===== config.mk =====
export PLATFORM = sky130hd
export DESIGN_NAME = rme_sqrt
export DESIGN_NICKNAME = d
export VERILOG_FILES = /design/src/design/assert_macros.svh /design/src/design/rme_pkg.sv /design/src/design/rme_sqrt.sv
export SDC_FILE = /design/constraint.sdc
export NUM_CORES = 1
export LEC_CHECK = 0
export ABC_AREA = 0
export BUFFER_PORTS_ARGS = -buffer_cell sky130_fd_sc_hd__buf_4
export CORE_MARGIN = 4
export CORE_UTILIZATION = 58
export CTS_CLUSTER_DIAMETER = 100
export DETAILED_ROUTE_END_ITERATION = 8
export GPL_TIMING_DRIVEN = 0
export PLACE_DENSITY_LB_ADDON = 0.08
export SYNTH_ARGS = -nofsm -noshare
export SYNTH_HDL_FRONTEND = slang
export SYNTH_SLANG_ARGS = --single-unit

===== constraint.sdc =====
create_clock -name clk -period 2.95 [get_ports clk]
set_input_delay 0.885 -clock clk [delete_from_list [all_inputs] [get_ports clk]]
set_output_delay 0.885 -clock clk [all_outputs]
set_load 0.02 [all_outputs]

===== src/design/assert_macros.svh =====
// ----------------------------------------------------------------------------
// assert_macros.svh
// Assertion macros used by rotation_matrix_to_euler.
// ----------------------------------------------------------------------------
`ifndef ASSERT_MACROS_SVH
`define ASSERT_MACROS_SVH

// Implication checked in the same cycle
`define ASSERT_IMPLY(label, clk, rst_n, ante, cons) \
    label: assert property (@(posedge clk) disable iff (!rst_n) (ante) |-> (cons)) \
        else $error("assertion failed");

// Consequence checked a fixed number of cycles later
`define ASSERT_DELAY(label, clk, rst_n, ante, dly, cons) \
    label: assert property (@(posedge clk) disable iff (!rst_n) (ante) |-> ##dly (cons)) \
        else $error("assertion failed");

`endif


===== src/design/rme_pkg.sv =====
// ----------------------------------------------------------------------------
// rme_pkg
// Types, constants and the arctangent table of the Euler angle extractor.
// ----------------------------------------------------------------------------
package rme_pkg;

    localparam int CORDIC_STAGES_DEF = 16;
    localparam int TABLE_LEN         = 24;
    localparam int CORDIC_XW         = 36;
    localparam int CORDIC_ZW         = 29;
    localparam int SQRT_STEPS        = 15;
    localparam int SQRT_W            = 30;
    localparam int RAD_W             = 29;

    localparam logic signed [CORDIC_ZW-1:0] PI_Q24 = 29'sd52707179;
    localparam logic signed [14:0] HALF_PI_Q13 = 15'sd12868;

    localparam logic signed [CORDIC_ZW-1:0] ATAN_TAB [TABLE_LEN] = '{
        29'sd13176795, 29'sd7778716, 29'sd4110060, 29'sd2086331,
        29'sd1047214,  29'sd524117,  29'sd262123,  29'sd131069,
        29'sd65536,    29'sd32768,   29'sd16384,   29'sd8192,
        29'sd4096,     29'sd2048,    29'sd1024,    29'sd512,
        29'sd256,      29'sd128,     29'sd64,      29'sd32,
        29'sd16,       29'sd8,       29'sd4,       29'sd2
    };

    typedef logic [1:0] lock_t;
    localparam lock_t LOCK_NONE = 2'd0;
    localparam lock_t LOCK_POS  = 2'd1;
    localparam lock_t LOCK_NEG  = 2'd2;

    // operands carried alongside the square root
    typedef struct packed {
        logic signed [15:0] pitch_y;
        logic signed [15:0] pitch_x;
        logic signed [15:0] roll_y;
        logic signed [15:0] roll_x;
        logic signed [16:0] yaw_y;
        lock_t              lock;
    } ops_t;

endpackage


===== src/design/rme_sqrt.sv =====
// ----------------------------------------------------------------------------
// rme_sqrt
// Pipelined floor integer square root, one result bit per stage.
// ----------------------------------------------------------------------------
module rme_sqrt
(
    input  logic                             clk,
    input  logic                             rst_n,
    input  logic                             in_valid,
    input  logic [rme_pkg::RAD_W-1:0]        rad,
    input  rme_pkg::ops_t                    ops_in,
    output logic                             out_valid,
    output logic [14:0]                      root,
    output rme_pkg::ops_t                    ops_out
);
    localparam int N  = rme_pkg::SQRT_STEPS;
    localparam int SW = rme_pkg::SQRT_W;

    logic [SW-1:0]  v_reg   [N];
    logic [SW-1:0]  r_reg   [N];
    logic           vld_reg [N];
    rme_pkg::ops_t  ops_reg [N];

    for (genvar k = 0; k < N; k++) begin : g_step
        localparam logic [SW-1:0] BIT = SW'(1) << (2 * (N - 1 - k));
        logic [SW-1:0]  v_cur, r_cur, trial;
        logic           vld_cur;
        rme_pkg::ops_t  ops_cur;

        if (k == 0) begin : g_first
            always_comb
            begin
                v_cur   = SW'(rad);
                r_cur   = '0;
                vld_cur = in_valid;
                ops_cur = ops_in;
            end
        end else begin : g_next
            always_comb
            begin
                v_cur   = v_reg[k-1];
                r_cur   = r_reg[k-1];
                vld_cur = vld_reg[k-1];
                ops_cur = ops_reg[k-1];
            end
        end

        assign trial = r_cur + BIT;

        always_ff @(posedge clk or negedge rst_n)
        begin
            if (!rst_n)
                vld_reg[k] <= 1'b0;
            else
                vld_reg[k] <= vld_cur;
        end

        always_ff @(posedge clk)
        begin
            ops_reg[k] <= ops_cur;
            if (v_cur >= trial)
            begin
                v_reg[k] <= v_cur - trial;
                r_reg[k] <= (r_cur >> 1) + BIT;
            end
            else
            begin
                v_reg[k] <= v_cur;
                r_reg[k] <= r_cur >> 1;
            end
        end
    end

    assign out_valid = vld_reg[N-1];
    assign root      = r_reg[N-1][14:0];
    assign ops_out   = ops_reg[N-1];

endmodule


==> metrics.yaml <==
wire_per_inst_um: 14.5
dieArea_um2: 82300
yosys_most_used_dff: "dfxtp_1"
irDropWorstVdd_mv: 0.757
hold_viol: 0
status: "complete, no violations"
path_max_fanout: 6
antenna_found_initial: 0
power_density_nw_per_um2: 1040
max_cap_violations: 0
areaGrowthSynthToFinish_pct: 19.2
drive_above_1_share_pct: 14.4
overflow: 0
syn_inst: 3191
synth_area_per_cell_um2: 14.1
place_hpwl_um: 46100
max_freq_mhz: 349
async_reset_ff_share_pct: 0.833
cts-htree-levels: 4
cts.sinks: 1800
fin_crit_sh_pct: 97.1
wirelength_um: 68800
yosysSeqAreaShare_pct: 80.0
numCtsBuffers: 160
dp.cells: 4444
holdWs_ns: 0.249
grt_pass1_wl_um: 112000
min_path_type: "input port to register"
clk_pin_slew_ns: 0.06
mostFrequentLayoutCells: "1785 x dfxtp_1, 216 x buf_4, 160 x clkbuf_16"
layout_commonest_cell: "dfxtp_1"
synth.distinct_cells: 76
dr_total_vias: 22169
placed_cell_area_um2: 48000
yosys.area.top_type: "dfxtp_1"
arrival_ns: 3.49
stdcell_count: 4739
end_kind: "register"
hold_depth: 1
grt_pass1_vias: 23252
power_uw: 55700
coreArea_um2: 77300
drtPass1Iterations: 5
crit_type: "register to register"
nFillCells: 5239
relSlewSlack_pct: 49.5
nets: 3816
tightestPinTransition_ns: 0.755
fp.dieH_um: 287
layout_min_cycle_time_ns: 2.87
worstRegToRegCells: 10
largest_register_ffs: 1245
synth_area_um2: 45100
n_antenna_cell: 0
synth_top_area_share_pct: 79.2
synth-seq-cells: 1800
synth_area_leaders: "dfxtp_1 79%, ha_1 3.6%, xnor2_1 1.8%"
fin_area_um2: 53800
drv_slew: 0
drc: 0
leakage_uw: 0.0237
setup_viol_count_final: 0
cts_root_buf: "clkbuf_16"
synth_edf_count: 0
start_util_pct: 58.4
drt_iter0_drc: 1101
pin_count: 214
cts_tree: "done"
utilization_pct: 69.6
clk_latency_ns: 0.73
routed_via_density: 4.68
place_congestion: 0.961
finClkSkew_ns: 0.0448
ctsLongestPathBuffers: 3
critPathRequiredTime_ns: 3.58
numPortBuffers: 212
drtAntennaViolNets: 0
start_kind: "register"
grtUsageTotal_pct: 16.9
die_w_um: 287
grt_max_degree: 17
fp-row-count: 102
yosys_warnings: 0
## metal layers
metal	vias to the layer above	part of all wire [%]	global-route usage [%]
met3	192	4.1	3.85
li1	11299	-	-
met1	10210	39	17.7
met4	0	4.0	8.26
met5	-	0	0
met2	468	53	31.6
## logic make-up after synthesis
group	count (synthesis)	synth area share, %
flip-flops	1800	80.0
multiplexers	16	0.383
other	1	0.00831
XOR/XNOR	170	3.30
AND/OR/NAND/NOR	554	6.50
adder cells (fa/ha/maj)	131	3.63
AO/OA/AOI/OAI	337	4.61
buffers and inverters	182	1.56
## per-stage QoR
| stage | TNS, ns | worst slack, ns |
|---|---|---|
| after floorplan | 0 | 0.531 |
| after global placement | -0.292 | -0.0805 |
| after detailed placement | -1.20 | -0.200 |
| after CTS | 0 | 0.0434 |
| after global routing | -0.0380 | -0.0380 |
| final | 0 | 0.0843 |
## cells in the mapped netlist, types with 27 or more instances
| cell type | number |
|---|---|
| nor2_1 | 120 |
| nor3_1 | 53 |
| ha_1 | 131 |
| inv_1 | 156 |
| xor2_1 | 79 |
| xnor2_1 | 91 |
| nand2_1 | 128 |
| o21ai_0 | 86 |
| o21a_1 | 27 |
| dfxtp_1 | 1785 |
| a21oi_1 | 104 |
| nor4_1 | 54 |
## report_power, final
group / internal (µW) / switching (µW)
Clock: 12200 / 8730
Combinational: 2890 / 3410
Sequential: 27000 / 1460
Total: 42100 / 13600
## worst paths after layout
check                      slack [ns]                            to                    start
min                              0.25        ops_reg[0][80]$_DFF_P_               ops_in[80]
min reg2reg                      0.28       ops_reg[0][277]$_DFF_P_  ops_reg[0][194]$_DFF_P_
max in group asynchronous        2.21  g_step[11].vld_cur$_DFF_PN0_                    rst_n
max                              0.08          v_reg[1][58]$_DFF_P_     r_reg[8][13]$_DFF_P_
max reg2reg                      0.08          v_reg[1][58]$_DFF_P_     r_reg[8][13]$_DFF_P_
min in group asynchronous        0.54   g_step[7].vld_cur$_DFF_PN0_                    rst_n
## critical path: stages (launching register included)
cell	delay [ns]
dfxtp_1	0.34
inv_1	0.05
ha_1	0.34
nor4b_1	0.28
nand4_1	0.26
o31a_1	0.33
and3_1	0.19
clkbuf_1	0.15
or3_1	0.41
nor4_2	0.28
xor2_1	0.17
## timing repair
| item | in CTS | in global routing |
|---|---|---|
| endpoints found under the setup margin | 14 | 49 |
| endpoints found under the hold margin | 15 | 0 |
| resized for setup | 3 | 20 |
| setup buffers | 0 | 4 |
| pin swaps | 0 | 3 |
| hold buffers | 1 | 0 |
## area by class of cell
class                   count  area (µm²)  share of cell area, %
plain buffers              23         113                  0.209
clock buffers             228        4660                   8.66
clock inverters            63         971                   1.80
inverters                 158         596                   1.11
multi-input cells        1210        8410                   15.6
flip-flops and latches   1800       36100                   67.1
well taps                1040        1300                   2.42
repair buffers            217        1630                   3.03
No activity file was read; power rests on OpenSTA's default activity.
