<file path="config.mk">
export PLATFORM = sky130hd
export DESIGN_NAME = rme_cordic
export DESIGN_NICKNAME = d
export VERILOG_FILES = /design/src/design/assert_macros.svh /design/src/design/rme_pkg.sv /design/src/design/rme_cordic.sv
export SDC_FILE = /design/constraint.sdc
export NUM_CORES = 2
export LEC_CHECK = 0
export BUFFER_PORTS_ARGS = -buffer_cell sky130_fd_sc_hd__buf_2
export CAP_MARGIN = 20
export CORE_MARGIN = 8
export CORE_UTILIZATION = 59
export DETAILED_ROUTE_END_ITERATION = 7
export HOLD_SLACK_MARGIN = 0.03
export PLACE_DENSITY = 0.83
export SETUP_SLACK_MARGIN = 0.1
export SLEW_MARGIN = 5
export SYNTH_ARGS = -nofsm -noshare
export SYNTH_HDL_FRONTEND = slang
export SYNTH_SLANG_ARGS = --single-unit
</file>
<file path="constraint.sdc">
create_clock -name clk -period 6.25 [get_ports clk]
set_input_delay 0 -clock clk [delete_from_list [all_inputs] [get_ports clk]]
set_output_delay 0 -clock clk [all_outputs]
set_load 0.1 [all_outputs]
</file>
<file path="src/design/assert_macros.svh">
// ----------------------------------------------------------------------------
// assert_macros.svh
// Assertion macros used by rotation_matrix_to_euler.
// ----------------------------------------------------------------------------
`ifndef ASSERT_MACROS_SVH
`define ASSERT_MACROS_SVH

// Implication checked in the same cycle
`define ASSERT_IMPLY(label, clk, rst_n, ante, cons) \
    label: assert property (@(posedge clk) disable iff (!rst_n) (ante) |-> (cons)) \
        else $error("assertion failed");

// Consequence checked a fixed number of cycles later
`define ASSERT_DELAY(label, clk, rst_n, ante, dly, cons) \
    label: assert property (@(posedge clk) disable iff (!rst_n) (ante) |-> ##dly (cons)) \
        else $error("assertion failed");

`endif

</file>
<file path="src/design/rme_pkg.sv">
// ----------------------------------------------------------------------------
// rme_pkg
// Types, constants and the arctangent table of the Euler angle extractor.
// ----------------------------------------------------------------------------
package rme_pkg;

    localparam int CORDIC_STAGES_DEF = 16;
    localparam int TABLE_LEN         = 24;
    localparam int CORDIC_XW         = 36;
    localparam int CORDIC_ZW         = 29;
    localparam int SQRT_STEPS        = 15;
    localparam int SQRT_W            = 30;
    localparam int RAD_W             = 29;

    localparam logic signed [CORDIC_ZW-1:0] PI_Q24 = 29'sd52707179;
    localparam logic signed [14:0] HALF_PI_Q13 = 15'sd12868;

    localparam logic signed [CORDIC_ZW-1:0] ATAN_TAB [TABLE_LEN] = '{
        29'sd13176795, 29'sd7778716, 29'sd4110060, 29'sd2086331,
        29'sd1047214,  29'sd524117,  29'sd262123,  29'sd131069,
        29'sd65536,    29'sd32768,   29'sd16384,   29'sd8192,
        29'sd4096,     29'sd2048,    29'sd1024,    29'sd512,
        29'sd256,      29'sd128,     29'sd64,      29'sd32,
        29'sd16,       29'sd8,       29'sd4,       29'sd2
    };

    typedef logic [1:0] lock_t;
    localparam lock_t LOCK_NONE = 2'd0;
    localparam lock_t LOCK_POS  = 2'd1;
    localparam lock_t LOCK_NEG  = 2'd2;

    // operands carried alongside the square root
    typedef struct packed {
        logic signed [15:0] pitch_y;
        logic signed [15:0] pitch_x;
        logic signed [15:0] roll_y;
        logic signed [15:0] roll_x;
        logic signed [16:0] yaw_y;
        lock_t              lock;
    } ops_t;

endpackage

</file>
<file path="src/design/rme_cordic.sv">
// ----------------------------------------------------------------------------
// rme_cordic
// Pipelined vectoring CORDIC giving atan2(y, x) in Q3.13 radians.
// ----------------------------------------------------------------------------
module rme_cordic
#(
    parameter int STAGES = rme_pkg::CORDIC_STAGES_DEF
)
(
    input  logic                clk,
    input  logic                rst_n,
    input  logic                in_valid,
    input  logic signed [16:0]  y_in,
    input  logic signed [16:0]  x_in,
    input  rme_pkg::lock_t      tag_in,
    output logic                out_valid,
    output logic signed [15:0]  angle,
    output rme_pkg::lock_t      tag_out
);
    localparam int XW = rme_pkg::CORDIC_XW;
    localparam int ZW = rme_pkg::CORDIC_ZW;
    localparam int NS = (STAGES > rme_pkg::TABLE_LEN) ? rme_pkg::TABLE_LEN : STAGES;
    localparam logic signed [ZW:0] HALF_LSB = (ZW+1)'(1024);

    logic signed [XW-1:0] x_reg    [NS+1];
    logic signed [XW-1:0] y_reg    [NS+1];
    logic signed [ZW-1:0] z_reg    [NS+1];
    logic                 zero_reg [NS+1];
    logic                 vld_reg  [NS+1];
    rme_pkg::lock_t       tag_reg  [NS+1];

    logic signed [XW-1:0] x_sc, y_sc;

    assign x_sc = XW'(x_in) <<< 16;
    assign y_sc = XW'(y_in) <<< 16;

    // pre-rotation into the right half plane
    always_ff @(posedge clk or negedge rst_n)
    begin
        if (!rst_n)
            vld_reg[0] <= 1'b0;
        else
            vld_reg[0] <= in_valid;
    end

    always_ff @(posedge clk)
    begin
        tag_reg[0]  <= tag_in;
        zero_reg[0] <= (x_in == '0) && (y_in == '0);
        if (x_in < 0)
        begin
            x_reg[0] <= -x_sc;
            y_reg[0] <= -y_sc;
            z_reg[0] <= (y_in >= 0) ? rme_pkg::PI_Q24 : -rme_pkg::PI_Q24;
        end
        else
        begin
            x_reg[0] <= x_sc;
            y_reg[0] <= y_sc;
            z_reg[0] <= '0;
        end
    end

    for (genvar i = 0; i < NS; i++) begin : g_stage
        logic signed [XW-1:0] xs, ys;

        assign xs = x_reg[i] >>> i;
        assign ys = y_reg[i] >>> i;

        always_ff @(posedge clk or negedge rst_n)
        begin
            if (!rst_n)
                vld_reg[i+1] <= 1'b0;
            else
                vld_reg[i+1] <= vld_reg[i];
        end

        always_ff @(posedge clk)
        begin
            tag_reg[i+1]  <= tag_reg[i];
            zero_reg[i+1] <= zero_reg[i];
            if (y_reg[i] > 0)
            begin
                x_reg[i+1] <= x_reg[i] + ys;
                y_reg[i+1] <= y_reg[i] - xs;
                z_reg[i+1] <= z_reg[i] + rme_pkg::ATAN_TAB[i];
            end
            else
            begin
                x_reg[i+1] <= x_reg[i] - ys;
                y_reg[i+1] <= y_reg[i] + xs;
                z_reg[i+1] <= z_reg[i] - rme_pkg::ATAN_TAB[i];
            end
        end
    end

    // round Q.24 to Q3.13, halves away from zero
    logic signed [ZW:0] z_ext, z_rnd;

    always_comb
    begin
        z_ext = (ZW+1)'(z_reg[NS]);
        if (z_ext >= 0)
            z_rnd = (z_ext + HALF_LSB) >>> 11;
        else
            z_rnd = -((-z_ext + HALF_LSB) >>> 11);
    end

    logic                vld_out_reg;
    logic signed [15:0]  angle_reg;
    rme_pkg::lock_t      tag_out_reg;

    always_ff @(posedge clk or negedge rst_n)
    begin
        if (!rst_n)
            vld_out_reg <= 1'b0;
        else
            vld_out_reg <= vld_reg[NS];
    end

    always_ff @(posedge clk)
    begin
        tag_out_reg <= tag_reg[NS];
        angle_reg   <= zero_reg[NS] ? '0 : z_rnd[15:0];
    end

    assign out_valid = vld_out_reg;
    assign angle     = angle_reg;
    assign tag_out   = tag_out_reg;

endmodule

</file>
==> impl_metrics.toml <==
[route]
dr.first_iter.drc_count = 7312
drc_errors = 0
via_per_inst = 6.09
routedWlPerCell_um = 19.3
dr.pass1.iters = 8
ant_nets = 0
num_vias = 87600
wirelength_mm = 277

[clock_tree]
h-tree-depth = 4
path_clk_slew_ps = 60
cts_made_buffers = 162
cts_buffer_depth = 3
clock_latency_ps = 830
cts_tree = "yes"
cts_root_buffer = "clkbuf_16"
cts.sinks = 1495

[placed_design]
preCtsSetupSlack_ps = -136
dpl.hpwl_mm = 217
gp_congestion = 0.991
port_buffers = 57

[yosys]
synth-simple-area-share_pct = 15.1
synth_top_family_by_area = "compound AO/OA/AOI/OAI gates"
synth_ff_type = "dfxtp_1"
syn_area_mm2 = 0.101
yosysUniqueCellTypes = 98
yosys.area_share.xor_xnor_pct = 14.7
avgSynthCellArea_um2 = 8.59
synth_fa_ha_area_share_pct = 16.0
synth_compound_area_share_pct = 21.1
synth_edf_count = 0
yosysWarnings = 0
synth_mux_area_share_pct = 0.596
async_reset_ff_share_pct = 1.20
ys_seq_area_share_pct = 29.8
ys_seq_elements = 1495
synth_cells = 11700

[die]
rows = 151
core_area_mm2 = 0.169
die_x_um = 429
start_util_pct = 59.4
die_area_mm2 = 0.184
die_y_um = 429
pin_count = 58

[worst_setup_path]
worst-setup-path-type = "flop to flop"
rr_worst_depth = 23
r2r_start = "y_reg[10][21]"
rr_endpoint = "x_reg[11][24]"
cp-start-kind = "flop"
max_stage_delay_ps = 620
end_kind = "flop"
crit_path_frequent_cell = "a21oi_1"
critical_path_required_ps = 6970
slowest_stage = "or4_1"
r2r_slack_ps = 270
crit_chain = "or4_1 > nor4_2 > nand2b_1 > nor2_1 > nand3b_1 > nor2_4 > nand4_1 > nor2b_2 > inv_1 > mux2i_1 > fa_1 > a21o_1 > a21oi_1 > nor2b_1 > o21ai_0 > a211o_1 > nand3_1 > a21oi_1 > o31ai_1 > a2111oi_2 > o21bai_1 > a21oi_1 > xnor2_1"
path_buf_inv = 1
crit_arrival_ps = 6700
startpoint = "y_reg[10][21]"
cp_max_fo = 13
path_delay_family = "simple AND/OR/NAND/NOR gates"

[cells_and_area]
most-common-layout-cells = "dfxtp_1 (1477), ha_1 (1229), xnor2_1 (1171)"
fillCellCount = 13800
fin_nets = 13300
final_common_cell = "dfxtp_1"
largest_register_ffs = 493
final_util_pct = 65.8
syn_to_final_growth_pct = 10.7
drive_above_1_share_pct = 5.73

[global_routing]
antenna_found_initial = 6
grt_max_degree = 56
grt_first_pass_wirelength_mm = 442
grt_overflow = 0
gr-usage-all-layers_pct = 28.5
grt_pass1_vias = 84900

[min_path]
holdPathStages = 4
hold_path_startpoint = "y_in[15]"
min_to = "y_reg[0][35]"
hold_path.class = "primary input to flop"

[timing]
tns_ps = 0
rsz0062_at_grt = "true"
tightest_slew_ps = 928
relSlewSlack_pct = 37.6
hold_viol = 0
drv_slew = 0
setup_viol = 0
fin_ws_ps = 271
post-route-period-util_pct = 95.7
fmax_ghz = 0.167
period_minus_slack_ps = 5980
final.setup_skew_ps = 49.8

[outcome]
status = "completed"

[run]
drv_cap = 0
[worst register-to-register path, delay by kind of cell (launching register included)]
kind / cells / cell delay (ps)
buf+inv: 1 / 280
flops: 1 / 340
fa+ha+maj: 1 / 470
simple gates: 10 / 2340
xor+xnor: 1 / 130
mux: 1 / 190
compound gates: 9 / 2170
[how the worst max path moves through the flow]
stage          slack (ps)             to  depth (start not counted)
6_report              270  x_reg[11][24]                         23
2_1_floorplan         130  y_reg[14][34]                         24
3_5_place_dp         -140   y_reg[8][30]                         24
3_3_place_gp            8  y_reg[10][24]                         26
4_1_cts               110  y_reg[12][35]                         25
5_1_grt               -70  y_reg[11][35]                         23
[metrics by stage]
| stage | instance area, µm² | hold WS (ps) | cells |
|---|---|---|---|
| 2_1_floorplan | 101000 | -296 | 11700 |
| 3_3_place_gp | 104000 | -69.3 | 14000 |
| 3_5_place_dp | 104000 | -58.7 | 14000 |
| 4_1_cts | 111000 | 36.1 | 14400 |
| 5_1_grt | 112000 | 143 | 14400 |
| 6_report | 112000 | 108 | 14400 |
[what timing repair did]
item | in CTS | in global routing
pin swaps | 0 | 5
hold buffers | 103 | 0
setup endpoints to repair | 26 | 126
gates resized for setup | 12 | 97
hold endpoints to repair | 62 | 0
setup buffers | 0 | 7
[cells by family (layout without fill, tap and decap cells)]
| logic type | count (synthesis) | count (layout) |
|---|---|---|
| buffers and inverters | 727 | 1160 |
| adders and majority gates | 1269 | 1269 |
| other | 1 | 6 |
| DFF | 1495 | 1495 |
| and+or+nand+nor | 3146 | 3146 |
| AOI/OAI and AO/OA | 3343 | 3343 |
| xor gates and xnor gates | 1688 | 1688 |
| muxes | 57 | 57 |
[layout make-up]
cell class                      count  area (µm²)  share of cell area [%]
Multi-Input combinational cell   9506       68500                    61.4
Antenna cell                        3        7.51                 0.00673
Tap cell                         2218        2780                    2.49
Clock buffer                      212        4510                    4.04
Timing Repair Buffer              308        2440                    2.19
Inverter                          552        2070                    1.86
Sequential cell                  1495       30000                    26.9
Clock inverter                     88        1220                    1.10
[cell usage after synthesis (all sizes together), types with 23 or more instances]
| cell | number | area share [%] |
|---|---|---|
| xnor2 | 1171 | 10 |
| a31o | 26 | 0.23 |
| and3 | 99 | 0.61 |
| dfxtp | 1477 | 29 |
| a21oi | 1048 | 5.2 |
| mux2 | 24 | 0.27 |
| fa | 39 | 0.77 |
| o41ai | 76 | 0.66 |
| a21boi | 68 | 0.51 |
| nand2 | 658 | 2.5 |
| nor2 | 986 | 3.7 |
| or4 | 66 | 0.49 |
| or2 | 44 | 0.27 |
| nand3b | 23 | 0.17 |
| nand3 | 220 | 1.1 |
| o211ai | 31 | 0.24 |
| o31ai | 169 | 1.3 |
| a21o | 457 | 3.4 |
| o21ai | 713 | 3.5 |
| and2 | 60 | 0.37 |
| or3 | 106 | 0.66 |
| nor3 | 307 | 1.5 |
| clkbuf | 154 | 0.57 |
| xor2 | 517 | 4.5 |
| a211oi | 88 | 0.66 |
| nand2b | 188 | 1.2 |
| ha | 1229 | 15 |
| nand4 | 77 | 0.48 |
| o21bai | 168 | 1.3 |
| mux2i | 33 | 0.33 |
| a41oi | 24 | 0.21 |
| a31oi | 80 | 0.50 |
| o21a | 135 | 1.0 |
| inv | 547 | 2.0 |
| nor4 | 117 | 0.76 |
| a211o | 25 | 0.22 |
| nor2b | 134 | 0.83 |
[layer usage]
metal / vias to the layer above / track usage [%] / part of all wire, %
met2: 2907 / 48.6 / 47
met3: 624 / 4.47 / 6.8
met5: - / 0 / 0.0047
li1: 42600 / - / -
met1: 41400 / 36.9 / 43
met4: 2 / 9.51 / 3.3
Power is not shown: default switching activity piles up to over one toggle a cycle in this logic, so the estimate is an artifact.
